[config.mk]
export PLATFORM = sky130hd
export DESIGN_NAME = utf8_stream_decoder_core
export DESIGN_NICKNAME = d
export VERILOG_FILES = /design/src/design/u8sd_pkg.sv /design/src/design/u8sd_step.sv /design/src/design/utf8_stream_decoder_core.sv
export SDC_FILE = /design/constraint.sdc
export NUM_CORES = 1
export LEC_CHECK = 0
export BUFFER_PORTS_ARGS = -buffer_cell sky130_fd_sc_hd__buf_2
export CAP_MARGIN = 20
export CORE_UTILIZATION = 50
export CTS_CLUSTER_SIZE = 20
export DETAILED_ROUTE_END_ITERATION = 16
export PLACE_DENSITY = 0.8
export SYNTH_ARGS = -nofsm -noshare
export SYNTH_HDL_FRONTEND = slang
export SYNTH_SLANG_ARGS = --single-unit
[constraint.sdc]
create_clock -name clk -period 2.6 [get_ports clk]
set_input_delay 0.65 -clock clk [delete_from_list [all_inputs] [get_ports clk]]
set_output_delay 0.65 -clock clk [all_outputs]
set_load 0.05 [all_outputs]
[src/design/u8sd_pkg.sv]
package u8sd_pkg;

	localparam int unsigned ByteW    = 8;
	localparam int unsigned CpW      = 21;
	localparam int unsigned PartialW = 15;
	localparam int unsigned PayloadW = 6;

	localparam logic [CpW-1:0]   ReplacementChar = 21'h00FFFD;

	// Byte class masks and patterns
	localparam logic [ByteW-1:0] AsciiMask    = 8'h80;
	localparam logic [ByteW-1:0] Lead2Mask    = 8'hE0;
	localparam logic [ByteW-1:0] Lead2Pattern = 8'hC0;
	localparam logic [ByteW-1:0] Lead3Mask    = 8'hF0;
	localparam logic [ByteW-1:0] Lead3Pattern = 8'hE0;
	localparam logic [ByteW-1:0] Lead4Mask    = 8'hF8;
	localparam logic [ByteW-1:0] Lead4Pattern = 8'hF0;
	localparam logic [ByteW-1:0] ContMask     = 8'hC0;
	localparam logic [ByteW-1:0] ContPattern  = 8'h80;
	localparam logic [ByteW-1:0] Lead2Bits    = 8'h1F;
	localparam logic [ByteW-1:0] Lead3Bits    = 8'h0F;
	localparam logic [ByteW-1:0] Lead4Bits    = 8'h07;

	// Decoder state carried between words
	typedef struct packed {
		logic [1:0]          pending;
		logic [PartialW-1:0] partial;
		logic                err;
	} u8sd_state_t;

	// One decoded result
	typedef struct packed {
		logic [CpW-1:0] code_point;
		logic           replaced;
		logic           final_result;
		logic           string_ok;
	} u8sd_result_t;

endpackage

[src/design/u8sd_step.sv]
module u8sd_step (
	input  u8sd_pkg::u8sd_state_t  st,
	input  logic [7:0]             byte_value,
	input  logic                   end_of_string,
	output u8sd_pkg::u8sd_state_t  st_next,
	output logic                   emit,
	output u8sd_pkg::u8sd_result_t res
);
	import u8sd_pkg::*;

	logic [CpW-1:0] acc;
	logic [CpW-1:0] cp;
	logic           bad;

	// Shift the gathered payload up and append the continuation bits
	assign acc = {st.partial, byte_value[PayloadW-1:0]};

	// Classify the word and advance the sequence
	always_comb begin
		st_next = st;
		emit    = 1'b0;
		bad     = 1'b0;
		cp      = '0;
		if (st.pending == 2'd0) begin
			if ((byte_value & AsciiMask) == '0) begin
				cp   = {{(CpW-ByteW){1'b0}}, byte_value};
				emit = 1'b1;
			end else if ((byte_value & Lead2Mask) == Lead2Pattern) begin
				st_next.partial = {{(PartialW-ByteW){1'b0}}, byte_value & Lead2Bits};
				st_next.pending = 2'd1;
			end else if ((byte_value & Lead3Mask) == Lead3Pattern) begin
				st_next.partial = {{(PartialW-ByteW){1'b0}}, byte_value & Lead3Bits};
				st_next.pending = 2'd2;
			end else if ((byte_value & Lead4Mask) == Lead4Pattern) begin
				st_next.partial = {{(PartialW-ByteW){1'b0}}, byte_value & Lead4Bits};
				st_next.pending = 2'd3;
			end else begin
				bad = 1'b1;
			end
		end else if ((byte_value & ContMask) != ContPattern) begin
			// Swallow the bad continuation and expect a lead again
			bad             = 1'b1;
			st_next.pending = 2'd0;
			st_next.partial = '0;
		end else begin
			st_next.pending = st.pending - 2'd1;
			if (st.pending == 2'd1) begin
				cp              = acc;
				st_next.partial = '0;
				emit            = 1'b1;
			end else begin
				st_next.partial = acc[PartialW-1:0];
			end
		end

		// A sequence still open on the last word is truncated
		if (!emit && !bad && end_of_string) begin
			bad = 1'b1;
		end

		if (bad) begin
			cp          = ReplacementChar;
			st_next.err = 1'b1;
			emit        = 1'b1;
		end

		res.code_point   = cp;
		res.replaced     = bad;
		res.final_result = end_of_string;
		res.string_ok    = end_of_string && !st_next.err;

		// Start the next string from a clean state
		if (end_of_string) begin
			st_next = '0;
		end
	end

endmodule

[src/design/utf8_stream_decoder_core.sv]
// Channel  Direction  Handshake             Word
// in       to block   in_valid / in_ready   byte_value, end_of_string
// out      from block out_valid / out_ready code_point, replaced, final_result, string_ok
//
// One byte is taken per cycle while in_ready is high. A byte that ends a character or a string,
// or is bad, is decoded from the input stage into the result register, which drives the outputs.
// Reset (arst_n low) empties both stages and returns the decoder to expecting a lead.
// A stalled result holds the result register; the input stage then holds its byte
// and in_ready drops only once both stages are full.
module utf8_stream_decoder_core (
	input  logic        clk,
	input  logic        arst_n,
	input  logic        in_valid,
	output logic        in_ready,
	input  logic [7:0]  byte_value,
	input  logic        end_of_string,
	output logic        out_valid,
	input  logic        out_ready,
	output logic [20:0] code_point,
	output logic        replaced,
	output logic        final_result,
	output logic        string_ok
);
	import u8sd_pkg::*;

	logic         valid_s1;
	logic [7:0]   byte_s1;
	logic         eos_s1;
	u8sd_state_t  state_q;
	u8sd_state_t  state_next;
	logic         emit;
	u8sd_result_t res;
	u8sd_result_t res_s2;
	logic         valid_s2;
	logic         out_free;
	logic         advance;

	// Move stage 1 forward whenever the result register can take its word
	assign out_free = !valid_s2 || out_ready;
	assign advance  = valid_s1 && out_free;
	assign in_ready = !valid_s1 || out_free;

	u8sd_step u_step (
		.st            (state_q),
		.byte_value    (byte_s1),
		.end_of_string (eos_s1),
		.st_next       (state_next),
		.emit          (emit),
		.res           (res)
	);

	// Input stage
	always_ff @(posedge clk or negedge arst_n) begin
		if (!arst_n) begin
			valid_s1 <= 1'b0;
		end else if (in_ready) begin
			valid_s1 <= in_valid;
		end
	end

	always_ff @(posedge clk) begin
		if (in_ready && in_valid) begin
			byte_s1 <= byte_value;
			eos_s1  <= end_of_string;
		end
	end

	// Decoder state advances once per consumed word
	always_ff @(posedge clk or negedge arst_n) begin
		if (!arst_n) begin
			state_q <= '0;
		end else if (advance) begin
			state_q <= state_next;
		end
	end

	// Result register
	always_ff @(posedge clk or negedge arst_n) begin
		if (!arst_n) begin
			valid_s2 <= 1'b0;
		end else if (out_free) begin
			valid_s2 <= advance && emit;
		end
	end

	always_ff @(posedge clk) begin
		if (advance && emit) begin
			res_s2 <= res;
		end
	end

	assign out_valid    = valid_s2;
	assign code_point   = res_s2.code_point;
	assign replaced     = res_s2.replaced;
	assign final_result = res_s2.final_result;
	assign string_ok    = res_s2.string_ok;

`ifndef ASSERT_OFF
	// A replacement always carries U+FFFD
	a_repl_cp: assert property (@(posedge clk) disable iff (!arst_n)
		valid_s2 && res_s2.replaced |-> res_s2.code_point == ReplacementChar)
		else $error("replacement result without U+FFFD");

	// string_ok only on a final, clean result
	a_ok_final: assert property (@(posedge clk) disable iff (!arst_n)
		valid_s2 && res_s2.string_ok |-> res_s2.final_result && !res_s2.replaced)
		else $error("string_ok on a non-final or replaced result");

	// The last byte always yields a result
	a_last_emits: assert property (@(posedge clk) disable iff (!arst_n)
		advance && eos_s1 |-> emit)
		else $error("last byte produced no result");

	// After the last byte the decoder is back at its reset state
	a_last_clears: assert property (@(posedge clk) disable iff (!arst_n)
		advance && eos_s1 |=> state_q == '0)
		else $error("decoder state not cleared after last byte");

	// No partial payload bits are left over while the decoder expects a lead
	a_partial_fits: assert property (@(posedge clk) disable iff (!arst_n)
		state_q.pending == 2'd0 |-> state_q.partial == '0)
		else $error("partial bits left over while expecting a lead");
`endif

endmodule

==> metrics.txt, run 1 <==
synth unique cells 41; worst path cell trace inv_1 > ha_1 > buf_4 > nor3b_4 > and2_1 > or2_1 > and2_1; nets 234; Routed WL 4.06 mm; post-layout min period 2190 ps; unrepaired setup endpoints after global routing no; Core Area 0.00441 mm²; Pint 1.70 mW; Max FO, Critical Path 11; CTS tree yes; Clock Latency Late Sink 310 ps; WL/cell 14.9 µm; TritonCTS Buffers 5; Main synth FF type edfxtp_1; # diodes 0; area of the multi-input gates 731 µm²; Bufs on Longest Clock Path 2; Root Driver clkbuf_8; delay-heaviest family, CP simple AND/OR/NAND/NOR gates; vias in the first global route 1468; startpoint types register; hold buffer count at CTS 0; Post-synth ARST share 37.7%; Setup crit end kind register; global-route wire length before repair 6.80 mm; power density relative to cell area 1010 mW/mm²; Die Ht 70.3 µm; Post-CTS Setup Inserts 0; FF/Latch Area 0.00149 mm²; drt first pass iters 4; CP dominant cell by count and2_1; syn nets 190; Avg Inst Size Synth 13.3 µm²; PortBufs 38; DIE AREA 0.00494 mm²; H-tree Lvls 2; largest net degree at the start of global routing 25; Max Fclk 0.456 GHz; Gate power share 37.2%; Fin. Hold Viols 0; status completed; Mapped Cells 175; Worst Path Required 2780 ps; Initial Util 52.8%; post-route cell area 0.00271 mm²; Final GP Congestion 0.840; TNS Setup 0 ps; maximum vdd drop 488 µV; max-slew violations 0; # rows 24; Placed Area 0.00257 mm²; Synth area leader edfxtp_1; Finish-stage setup viols 0; top-area cell type share of the netlist area 42.5%; initial drt markers 68; Worst Path Arrival 2370 ps; Mapped Area 0.00233 mm²; # fillers 345; most common cell after layout, fill and taps aside buf_2; Clk pwr share 19.8%; Rel. slew slack 57.4%; Ys Warns 0; max capacitance violation total 0; cts repair resizes 0; slowest cell on the critical path and2_1; initial antenna violation count 0; Bufs and invs on worst path 2; clock sink total 53; DR vias 1465; HPWL Detailed 2.73 mm; share of cells above drive strength 1 30.0%; Area growth syn-to-layout 16.1%; Critical Path Max Stage Delay 450 ps; Worst-Margin Slew 638 ps; post-route clock period utilization 84.3%; GRT Util Overall 18.1%; number of synthesized flops with an enable pin 33; switch share 37.7%; HP Class input pin to async pin; Leak 1.23 nW; grt total ovfl 0; Reg clk slew, reported paths 90 ps; Seq pwr share 43.0%; clk_skew 6.53 ps; Psw 1.03 mW; number of routed nets with antenna violations 0; top-level I/O count 39; DRC 0; Synth area leaders edfxtp_1 43%, dfrtp_1 21%, a21o_1 4.8%; Crit Path Category register to register; most frequent cells in the layout 38 x buf_2, 33 x edfxtp_1, 20 x dfrtp_1, 15 x a21o_1, 14 x inv_1; sequential-to-total area share from yosys stat 64.0%; Die Wd 70.3 µm; post-synthesis register bit count 53; post-DR vias/cell 5.39
-- cells in the mapped netlist, types with 2 or more instances --
cell / count
buf_4: 2
buf_6: 2
nor2_1: 4
o21ai_0: 5
ha_1: 2
a21oi_1: 3
mux2_1: 2
mux2_2: 4
mux2i_1: 9
nand2b_1: 5
nand2_1: 13
nor3_1: 4
dfrtp_1: 20
nor2b_1: 2
a21o_1: 15
o2bb2ai_1: 2
and3_1: 6
inv_1: 14
buf_2: 4
edfxtp_1: 33
and2_1: 4
-- worst register-to-register path, cell delays in order, from the launching register on --
cell and delay (ps):
dfrtp_1 400, inv_1 70, ha_1 230, buf_4 170
nor3b_4 290, and2_1 450, or2_1 290, and2_1 160
-- per-stage QoR --
stage | instances | hold WS [ps] | total power, mW | worst slack (ps) | util [%]
after floorplan | 175 | 354 | 1.99 | 80.1 | -
after global placement | 263 | 469 | 2.17 | 332 | 58.3
after detailed placement | 263 | 476 | 2.19 | 219 | 58.3
after CTS | 271 | 290 | 2.73 | 196 | 60.9
after global routing | 272 | 305 | 2.86 | 276 | 61.3
final | 272 | 276 | 2.73 | 408 | 61.3
-- sequential cells by signal (all words and copies together), names as in the netlist --
signal,count
byte_s1,8
code_point,21
eos_s1,1
final_result,1
out_valid,1
replaced,1
state_q,18
string_ok,1
valid_s1,1
-- layout make-up --
type                            instances  area share, %
Sequential cell                        53           55.1
Inverter                               14           1.94
Multi-Input combinational cell        100           27.0
Tap cell                               52           2.41
Clock buffer                            7           3.98
Timing Repair Buffer                   45           9.25
Clock inverter                          1          0.278
-- power groups by stage --
stage | clock network (mW) | logic (mW) | registers, mW
after floorplan | 0 | 0.498 | 1.49
after global placement | 0 | 0.981 | 1.19
after detailed placement | 0 | 1.01 | 1.19
after CTS | 0.547 | 1.01 | 1.17
after global routing | 0.579 | 1.09 | 1.19
final | 0.540 | 1.02 | 1.17
-- routing by layer --
| layer | global-route usage, % | share of wire, % | wire length [µm] | vias up |
|---|---|---|---|---|
| li1 | - | - | - | 705 |
| met1 | 22.4 | 45 | 1840 | 699 |
| met2 | 30.6 | 48 | 1970 | 53 |
| met3 | 5.05 | 4.8 | 196 | 8 |
| met4 | 6.00 | 1.4 | 55 | 0 |
| met5 | 0 | 0 | 0 | - |
-- kinds of logic (layout without fill, tap and decap cells) --
family | count (synthesis) | in the layout | synth area share [%]
compound gates | 34 | 34 | 11.2
fa+ha+maj | 2 | 2 | 1.07
buf+inv | 22 | 67 | 4.73
flops | 53 | 53 | 64.0
mux | 15 | 15 | 6.77
simple gates | 49 | 49 | 12.2
-- worst paths after layout --
check | from | endpoint | slack, ps | cells after the start
worst max-delay path | state_q[16] | code_point[1] | 410 | 7
worst min-delay path | arst_n | out_valid | 280 | 1
worst max register to register | state_q[16] | code_point[1] | 410 | 7
worst min register to register | state_q[14] | state_q[14] | 490 | 1
max in group asynchronous | arst_n | state_q[1] | 2000 | 1
min in group clk | state_q[14] | state_q[14] | 490 | 1
Power figures use the tool's default switching activity.
==> run 2, diff against run 1 <==
- ABC_AREA: unset -> 1
- CORE_UTILIZATION: 50 -> 53
- PLACE_DENSITY: 0.8 -> 0.81
- clock period: 2.6 -> 2.05 ns (I/O delays scaled with it)
==> metrics.txt, run 2 <==
hold buffer count at CTS 0 (unchanged); global-route wire length before repair 6.33 mm (-6.9%); WL/cell 12.1 µm (-19%); Leak 1.14 nW (-7.4%); vias in the first global route 1377 (-6.2%); syn nets 233 (+23%); PortBufs 38 (unchanged); area of the multi-input gates 611 µm² (-16%); HP Class input pin to async pin; total power draw 3.82 mW (+40%); number of synthesized flops with an enable pin 33 (unchanged); Worst-Margin Slew 456 ps (-181 ps); drt first pass iters 5 (+1); DRC 0 (unchanged); synth unique cells 23 (-44%); Bufs on Longest Clock Path 2 (unchanged); final std cells w/o fill 312 (+15%); Synth area leader edfxtp_1; hold slack 142 ps (-134 ps); Initial Util 56.1% (+3.3 points); Max FO, Critical Path 15 (+4); Root Driver clkbuf_8; Area growth syn-to-layout 15.1%; Core Area 0.00409 mm² (-7.4%); post-synthesis register bit count 53 (unchanged); most instantiated cells after synthesis 41 x nand2_1, 35 x inv_1, 33 x edfxtp_1, 21 x nor2_1, 20 x dfrtp_1; Main synth FF type edfxtp_1; Worst Path Required 2100 ps (-680 ps); Die Wd 67.8 µm (-3.6%); Post-synth ARST share 37.7% (unchanged); Fin. Hold Viols 0 (unchanged); power density relative to cell area 1450 mW/mm² (+44%); clk_skew 7.31 ps (+0.780 ps); initial antenna violation count 0 (unchanged); Final GP Congestion 0.930 (+11%); max FFs per register 21 (unchanged); max-slew violations 0 (unchanged); Worst R2R Path Depth 10 (+3); DR vias 1518 (+3.6%); DP Cell Count 304 (+16%); top-area cell type share of the netlist area 43.2% (+0.70 points); dpl ws 105 ps (-114 ps); TNS Setup 0 ps (unchanged); Post-CTS Setup Inserts 0 (unchanged); Core Util, Final 64.5% (+3.3 points); # rows 23 (-4.2%); Max Fclk 0.527 GHz (+15%); cts repair resizes 0 (unchanged); Mapped Area 0.00229 mm² (-1.6%); Mapped Cells 218 (+25%); post-route clock period utilization 92.6% (+8.3 points); count leader, synth nand2_1; Reg clk slew, reported paths 90 ps (about the same); clock sink total 53 (unchanged); fin worst setup slack 151 ps (-256 ps); unrepaired setup endpoints after global routing no; initial drt markers 186 (+170%); Synth area leaders edfxtp_1 43%, dfrtp_1 22%, nand2_1 6.7%; post-route cell area 0.00264 mm² (-2.5%); Worst Path Arrival 1950 ps (-420 ps); sequential-to-total area share from yosys stat 65.1% (+1.0 points); # diodes 0 (unchanged); Ys Warns 0 (unchanged); max capacitance violation total 0 (unchanged); HPWL Detailed 2.78 mm (+1.8%); number of routed nets with antenna violations 0 (unchanged); maximum vdd drop 739 µV (+51%); CTS tree yes; share of cells above drive strength 1 28.6% (-1.4 points); grt total ovfl 0 (unchanged); H-tree Lvls 2 (unchanged); GRT Util Overall 19.4% (+1.3 points); startpoint types register; most common cell after layout, fill and taps aside nand2_1; Crit Path Category register to register; # fillers 326 (-5.5%); Placed Area 0.00254 mm² (-1.2%); Die Ht 67.8 µm (-3.6%); post-layout min period 1900 ps (-294 ps); Routed WL 3.79 mm (-6.6%); largest net degree at the start of global routing 25 (unchanged); most frequent cells in the layout 41 x nand2_1, 38 x buf_2, 34 x inv_1, 33 x edfxtp_1, 20 x dfrtp_1; FF/Latch Area 0.00149 mm² (unchanged); Finish-stage setup viols 0 (unchanged); nets 276 (+18%); Clock Latency Late Sink 300 ps (about the same); Setup crit end kind register; Rel. slew slack 69.6% (+12 points); top-level I/O count 39 (unchanged); post-DR vias/cell 4.87 (-9.7%); DIE AREA 0.00459 mm² (-7.0%); status completed; Avg Inst Size Synth 10.5 µm² (-21%); TritonCTS Buffers 5 (unchanged)
## run 2: worst max-delay path, stage by stage (launching register included)
cell and delay (ps):
dfrtp_1 400, inv_1 60, ha_1 250, inv_2 150, nand2_2 90, inv_2 80
nand2_4 120, nand3b_2 130, nand2_2 80, inv_4 160, o21ai_0 120
## run 2: layout make-up
cell class / count / area share (%)
clock buffers: 5 / 2.61
clock inverters: 3 / 0.854
inverters: 40 / 5.93
multi-input cells: 120 / 23.1
flip-flops and latches: 53 / 56.5
well taps: 50 / 2.37
repair buffers: 41 / 8.54
## run 2: cell families (layout without fill, tap and decap cells)
family,count (synthesis),in the layout,share of synthesized area [%]
flops,53,53,65.1
simple gates,84,84,16.4
buf+inv,45,89,8.51
compound gates,34,34,8.90
fa+ha+maj,2,2,1.09
## run 2: report_power, final
| group | internal, mW | switching, mW | leakage (nW) | total (mW) |
|---|---|---|---|---|
| logic | 0.408 | 1.23 | 0.526 | 1.64 |
| registers | 1.50 | 0.104 | 0.581 | 1.60 |
| clock network | 0.240 | 0.336 | 0.0364 | 0.576 |
| total | 2.15 | 1.67 | 1.14 | 3.82 |
## run 2: final timing paths
path	to	slack, ps	startpoint
setup / recovery	code_point[2]	150	state_q[16]
hold / removal	out_valid	140	arst_n
setup reg to reg	code_point[2]	150	state_q[16]
hold reg to reg	state_q[2]	490	state_q[2]
max in group asynchronous	state_q[1]	1590	arst_n
min in group clk	byte_s1[2]	380	byte_value[2]
## run 2: routing by layer
layer	wire length [µm]	track usage, %	up-vias
met5	0	0	-
met4	59	7.98	0
met3	161	4.05	6
met2	1720	28.6	49
met1	1850	27.9	677
li1	-	-	786
